## config.mk

```make
export PLATFORM = sky130hd
export DESIGN_NAME = tovn_queue
export DESIGN_NICKNAME = d
export VERILOG_FILES = /design/src/design/tovn_pkg.sv /design/src/design/tovn_queue.sv
export SDC_FILE = /design/constraint.sdc
export NUM_CORES = 1
export LEC_CHECK = 0
export BUFFER_PORTS_ARGS = -buffer_cell sky130_fd_sc_hd__buf_2
export CAP_MARGIN = 20
export CORE_UTILIZATION = 40
export DETAILED_ROUTE_END_ITERATION = 10
export PLACE_DENSITY = 0.72
export SLEW_MARGIN = 20
export SYNTH_ARGS = -nofsm -noshare
export SYNTH_HDL_FRONTEND = slang
export SYNTH_SLANG_ARGS = --single-unit
```

## constraint.sdc

```tcl
create_clock -name clk -period 17.6 [get_ports clk]
set_input_delay 5.28 -clock clk [delete_from_list [all_inputs] [get_ports clk]]
set_output_delay 5.28 -clock clk [all_outputs]
set_load 0.01 [all_outputs]
```

## src/design/tovn_pkg.sv

```systemverilog
// Shared types and constants for the value-noise height block.
package tovn_pkg;

  localparam int NOISE_FRAC_BITS = 16;
  localparam int COORD_FRAC      = 24;
  localparam int FRAC_W          = NOISE_FRAC_BITS;

  localparam logic [1:0] REG_LOW_FREQ  = 2'd0;
  localparam logic [1:0] REG_HIGH_FREQ = 2'd1;
  localparam logic [1:0] REG_LOW_AMP   = 2'd2;
  localparam logic [1:0] REG_HIGH_AMP  = 2'd3;

  localparam logic [15:0] RST_LOW_FREQ  = 16'd786;
  localparam logic [15:0] RST_HIGH_FREQ = 16'd2621;
  localparam logic [15:0] RST_LOW_AMP   = 16'd23040;
  localparam logic [15:0] RST_HIGH_AMP  = 16'd7680;

  localparam logic [31:0] HASH_KX  = 32'd1619;
  localparam logic [31:0] HASH_KZ  = 32'd31337;
  localparam logic [31:0] HASH_K1  = 32'd15731;
  localparam logic [31:0] HASH_K2  = 32'd789221;
  localparam logic [31:0] HASH_K3  = 32'd1376312589;

  // One lattice split of both coordinates for one octave.
  typedef struct packed {
    logic [31:0]       ix;
    logic [31:0]       iz;
    logic [FRAC_W-1:0] tx;
    logic [FRAC_W-1:0] tz;
  } split_t;

  typedef struct packed {
    split_t      lo;
    split_t      hi;
    logic [15:0] lo_amp;
    logic [15:0] hi_amp;
  } job_t;

endpackage

```

## src/design/tovn_queue.sv

```systemverilog
// Two-entry queue between the front end and the noise pipeline.
module tovn_queue
  import tovn_pkg::*;
(
  input  logic clk,
  input  logic rst_n,
  input  logic wr_valid,
  output logic wr_ready,
  input  job_t wr_data,
  output logic rd_valid,
  input  logic rd_ready,
  output job_t rd_data
);

  job_t       mem_r [2];
  logic       wp_r;
  logic       rp_r;
  logic [1:0] cnt_r;
  logic       wr;
  logic       rd;

  assign wr_ready = (cnt_r != 2'd2);
  assign rd_valid = (cnt_r != 2'd0);
  assign wr       = wr_valid && wr_ready;
  assign rd       = rd_valid && rd_ready;
  assign rd_data  = mem_r[rp_r];

  always_ff @(posedge clk) begin
    if (wr) begin
      mem_r[wp_r] <= wr_data;
    end
  end

  always_ff @(posedge clk) begin
    if (!rst_n) begin
      wp_r  <= 1'b0;
      rp_r  <= 1'b0;
      cnt_r <= 2'd0;
    end else begin
      if (wr) wp_r <= ~wp_r;
      if (rd) rp_r <= ~rp_r;
      cnt_r <= cnt_r + {1'b0, wr} - {1'b0, rd};
    end
  end

  always_ff @(posedge clk) begin
    if (rst_n) begin
      assert (cnt_r <= 2'd2) else $error("queue count out of range");
    end
  end

  a_no_read_empty: assert property (@(posedge clk) disable iff (!rst_n)
    cnt_r == 2'd0 |-> !rd) else $error("read from empty queue");
  a_full_cnt: assert property (@(posedge clk) disable iff (!rst_n)
    (cnt_r == 2'd2 && !rd) |=> cnt_r == 2'd2) else $error("full queue lost an entry");
  a_ptr: assert property (@(posedge clk) disable iff (!rst_n)
    (cnt_r == 2'd0 || cnt_r == 2'd2) |-> wp_r == rp_r) else $error("pointer mismatch");

endmodule

```

==> results of run 1 <==
[routing by layer]
layer | share of wire [%] | vias up
met5 | 0.041 | -
met4 | 2.4 | 2
met3 | 7.1 | 55
met2 | 52 | 303
met1 | 39 | 4151
li1 | - | 3846
[cells by family after synthesis]
group                      count (synthesis)  share of synthesized area [%]
DFF                                      453                           79.5
muxes                                    225                           18.4
buffers and inverters                     26                           1.45
and+or+nand+nor                           11                          0.360
xor gates and xnor gates                   3                          0.154
adders and majority gates                  2                          0.147
AOI/OAI and AO/OA                          1                         0.0440
[through the flow]
stage / util (%) / std cells / setup WS (ns) / instance area [um2] / power (mW)
after floorplan: - / 721 / 2.13 / 17100 / 1.97
after global placement: 47.2 / 1698 / 9.00 / 19800 / 2.16
after detailed placement: 47.2 / 1698 / 8.97 / 19800 / 2.18
after CTS: 50.7 / 1781 / 8.34 / 21300 / 3.12
after global routing: 50.7 / 1783 / 8.18 / 21300 / 3.20
final: 50.7 / 1783 / 8.44 / 21300 / 3.08
[flip-flops by register name, summed over array words and instances (netlist names), named ones only]
name and count:
mem_r 448, rp_r 1, cnt_r 2, wp_r 1
[power groups by stage]
stage               sequential [mW]  combinational [mW]  clock [mW]
floorplan                      1.45               0.517           0
global placement               1.43               0.735           0
detailed placement             1.44               0.742           0
CTS                            1.41               0.745       0.961
global route                   1.43               0.779        1.00
finish                         1.41               0.733       0.937
[cell usage in the layout (no fill, tap or decap), drive strengths merged]
| cell type | netlist | final |
|---|---|---|
| xnor2 | 3 | 3 |
| diode | 0 | 2 |
| clkbuf | 0 | 59 |
| and3 | 1 | 1 |
| buf | 25 | 463 |
| mux2i | 1 | 1 |
| nor2 | 1 | 1 |
| nor2b | 2 | 2 |
| edfxtp | 448 | 448 |
| bufinv | 0 | 3 |
| ha | 2 | 2 |
| mux2 | 224 | 224 |
| and2 | 2 | 2 |
| o21a | 1 | 1 |
| or2 | 1 | 1 |
| nand2 | 2 | 2 |
| nand2b | 2 | 2 |
| dfxtp | 5 | 5 |
| clkinvlp | 0 | 2 |
| clkinv | 0 | 18 |
| inv | 1 | 2 |
[layout make-up]
class | instances | area, um2 | area share, %
timing repair buffer | 463 | 2340 | 11.0
multi-input combinational | 242 | 3270 | 15.3
antenna | 2 | 5.00 | 0.0235
clock buffer | 59 | 1260 | 5.93
clock inverter | 24 | 199 | 0.934
tap | 539 | 674 | 3.16
inverter | 1 | 3.75 | 0.0176
sequential | 453 | 13600 | 63.6
[worst max-delay path: cells and delay by family (launching register included)]
family	cells	cell delay [ns]
muxes	1	0.36
buffers and inverters	3	1.87
DFF	1	0.98
[path summary, 6_finish.rpt]
check                           startpoint             to  slack [ns]
worst min register to register        rp_r       register        0.55
worst max-delay path              register    rd_data[79]        8.44
worst min-delay path                  rp_r       register        0.55
worst max register to register    cnt_r[0]  mem_r[1][158]       14.47
==> flow_summary.toml, run 1 <==
[power_and_ir_drop]
power_density_mw_per_mm2 = 145
clkPwrFrac_pct = 30.4
power.switching_fraction_pct = 26.1
p_int_mw = 2.28
p_leak_nw = 8.22
p_comb_share_pct = 23.8
switchingPower_uw = 805
seqPwrFrac_pct = 45.8
ir_drop_mv = 0.112

[sta]
fin_skew_ns = 0.00979
tns_ns = 0
maxSlewHeadroom_pct = 28.3
clock.fmax_mhz = 109
hold_ws_ns = 0.554
min_period_over_period_pct = 52.1
rsz0062_at_grt = "no"
setup_violations = 0
period_needed_ns = 9.16
max_slew.worst_pin.slew_ns = 1.08
final_hold_viol_count = 0
maxSlewViolCount = 0

[worst_setup_path]
crit_required_ns = 12.32
start_kind = "register"
path_cells = "buf_4 -> buf_4 -> mux2_4 -> buf_2"
crit_type = "reg2out"
worstPathMaxFanout = 66
crit_path_frequent_cell = "buf_4"
cp_slowest_cell = "dfxtp_4"
r2r_cells = 4
arrival_ns = 3.88
crit_path_max_incr_delay_ns = 0.98
critPathCaptureType = "output port"

[global_routing]
grt_pass1_wl_um = 49900
busiest_layer = "met2"
use_met2_pct = 26.2
grt_use_total_pct = 15.1
grt-ovfl-total = 0
first_global_vias = 8623
use_met3_pct = 4.57
antenna_found_initial = 3
grt_use_met1_pct = 17.8
grt_max_degree = 74

[flow_run]
max_cap_viol_count = 0

[logic_synthesis]
synth-seq-cells = 453
yosys.cell_types.count = 18
yosys_warnings = 0
yosysSeqAreaShare_pct = 79.5
avgSynthCellArea_um2 = 23.7
synth_edf_count = 448
synth_most_common_cell = "edfxtp_1"
syn_inst = 721
synthTopCellsByArea = "edfxtp_1 (79%), mux2_4 (14%), mux2_2 (4.2%), buf_6 (1.3%), dfxtp_1 (0.59%)"
synth_nets = 951
yosysTopAreaCell = "edfxtp_1"
synth_common_cells = "edfxtp_1 (448), mux2_4 (160), mux2_2 (64)"
synth_top_flop_cell = "edfxtp_1"
async_reset_ff_share_pct = 0
yosysTopAreaCellShare_pct = 78.9
netlist_area_mm2 = 0.0171

[floorplanning]
core-area_mm2 = 0.0420
dieArea_mm2 = 0.0435
initial_utilization_pct = 40.6
rows = 75
dieWidth_um = 208
io_pins = 454
die_h_um = 208

[placement]
globalplace.congestion = 0.785
port-buffer-count = 453
place_hpwl_um = 22800

[drt]
viasPerCell = 4.69
drc = 0
dr.pass1.iters = 4
wl_per_cell_um = 19.0
routed_wl_um = 33800
drtIter0Drc = 418
ant_nets = 0
num_vias = 8357

[clock_tree]
clockRootBuffer = "clkbuf_16"
postCtsHoldBufs = 0
clk-insertion-delay-late_ns = 0.56
post_cts_buffers = 0
clkSinkCount = 453
clk_path_buf_depth = 3
cts_tree = "yes"
cts_buffers = 46
path_clk_slew_ns = 0.06
ctsResizeCount = 0
cts_max_level = 2

[layout]
nets = 1437
drive_gt1_share_pct = 61.0
syn_to_final_growth_pct = 25.0
fillCellCount = 3417

[worst_hold_path]
holdPathStages = 2
hp-class = "reg2reg"

[status]
status = "finished clean"
Power figures use the tool's default switching activity.
==> run 2, diff against run 1 <==
clock period = 8.6 ns   (was 17.6 ns; I/O delays follow)
==> run 2 against run 1 <==
  * Final area about the same
  * Highest routed layer unchanged
  * Worst setup slack got worse by 5.4 ns
  * Register-to-register slack worse by 8.3 ns
  * Combinational power is 100% higher
  * Non-clock buffer count shrank 3
  * Global-route usage down 0.38 points
  * Hold slack lost 0.022 ns
  * Final cell count is essentially flat
  * Clock power up 100%
  * Flip-flop and latch count is the same
  * Largest cell class unchanged
  * Routed wire length is 1.9% lower
==> flow_summary.toml, run 2 (synthesis results as in run 1) <==
[worst_setup_path]
worstPathMaxFanout = 63
start_kind = "register"
path_cells = "buf_4 -> mux2_2 -> buf_2"
critPathCaptureType = "output port"
crit_family = "flip-flops"
crit_path_max_incr_delay_ns = 0.95
crit_required_ns = 6.02
crit_type = "reg2out"
arrival_ns = 2.97
cp_slowest_cell = "dfxtp_4"
path_buf_inv = 2

[sta]
rsz0062_at_grt = "no"
min_period_over_period_pct = 64.6
setup_violations = 0
fin_skew_ns = 0.0139
maxSlewViolCount = 0
max_slew.worst_pin.slew_ns = 0.995
clock.fmax_mhz = 180
period_needed_ns = 5.55
maxSlewHeadroom_pct = 33.7
tns_ns = 0
final_hold_viol_count = 0

[floorplanning]
core-area_mm2 = 0.0420
die_h_um = 208
io_pins = 454
dieWidth_um = 208
initial_utilization_pct = 40.6
dieArea_mm2 = 0.0435
rows = 75

[status]
status = "finished clean"

[drt]
drc = 0
ant_nets = 0
viasPerCell = 4.67
wl_per_cell_um = 18.6
routed_wl_um = 33200
drtIter0Drc = 413
num_vias = 8326
dr.pass1.iters = 4

[global_routing]
first_global_vias = 8680
grt_use_total_pct = 14.8
antenna_found_initial = 7
grt_pass1_wl_um = 48700
grt_max_degree = 119
grt-ovfl-total = 0

[layout]
largest_register = "mem_r"
layout_common_cells = "buf_2 (453), edfxtp_1 (448), mux2_4 (160)"
nets = 1434
final_util_pct = 50.7
finalNonFillerCells = 1782
largest_reg_flops = 448
final_common_cell = "buf_2"
drive_gt1_share_pct = 60.2
top_regs = "mem_r x448, cnt_r x2"
syn_to_final_growth_pct = 25.0

[clock_tree]
post_cts_buffers = 0
cts_tree = "yes"
clk-insertion-delay-late_ns = 0.55
clk_path_buf_depth = 3
path_clk_slew_ns = 0.06
clockRootBuffer = "clkbuf_16"
postCtsHoldBufs = 0
ctsResizeCount = 0
cts_buffers = 46
clkSinkCount = 453
cts_max_level = 2

[power_and_ir_drop]
p_leak_nw = 8.19
ir_drop_mv = 0.228
power_density_mw_per_mm2 = 295

[flow_run]
max_cap_viol_count = 0

[placement]
dpl.cell_count = 1695
globalplace.congestion = 0.770
port-buffer-count = 453
place_hpwl_um = 22400

[worst_hold_path]
hp-class = "reg2reg"
run 2: changes by cell type in the layout (fill, tap and decap cells not counted):
cell and delta:
clkbuf_1 +4, clkinv_1 +4, buf_4 -6, clkinv_2 -6, inv_6 -1, buf_12 +3, clkinv_4 -1, diode_2 +2
run 2: layout make-up:
cell class,count,area [um2]
multi-input combinational,242,3270
inverter,1,3.75
sequential,453,13600
clock buffer,63,1280
timing repair buffer,460,2360
antenna,4,10.0
fill,3448,20700
tap,539,674
clock inverter,20,166
run 2: worst paths after layout:
check / startpoint / endpoint / slack (ns) / depth (start not counted)
min reg2reg: wp_r / wp_r / 0.53 / 2
max: register / rd_data[0] / 3.05 / 3
max reg2reg: cnt_r[0] / mem_r[1][189] / 6.14 / 3
min: wp_r / wp_r / 0.53 / 2
run 2: worst min-delay path: cells and delay by family, from the launching register on:
kind	cells	cell delay [ns]
flops	1	0.35
mux	1	0.06
simple gates	1	0.07
run 2: power by group:
part	internal, mW	switching, mW	total (mW)
combinational	0.757	0.742	1.50
sequential	2.78	0.108	2.88
clock	1.13	0.777	1.90
run 2: metal layers:
layer	wire [um]	track usage, %
met4	728	5.62
met1	12600	16.1
met5	27	0
met2	17400	26.5
met3	2470	4.77
run 2: stage by stage:
| stage | power (mW) | hold slack, ns | area (um2) | setup WS (ns) |
|---|---|---|---|---|
| floorplan | 3.97 | 0.488 | 17100 | 0.246 |
| global placement | 4.42 | 0.511 | 19900 | 3.61 |
| detailed placement | 4.45 | 0.524 | 19900 | 3.60 |
| CTS | 6.37 | 0.533 | 21300 | 3.00 |
| global route | 6.53 | 0.569 | 21300 | 2.90 |
| finish | 6.29 | 0.532 | 21300 | 3.05 |
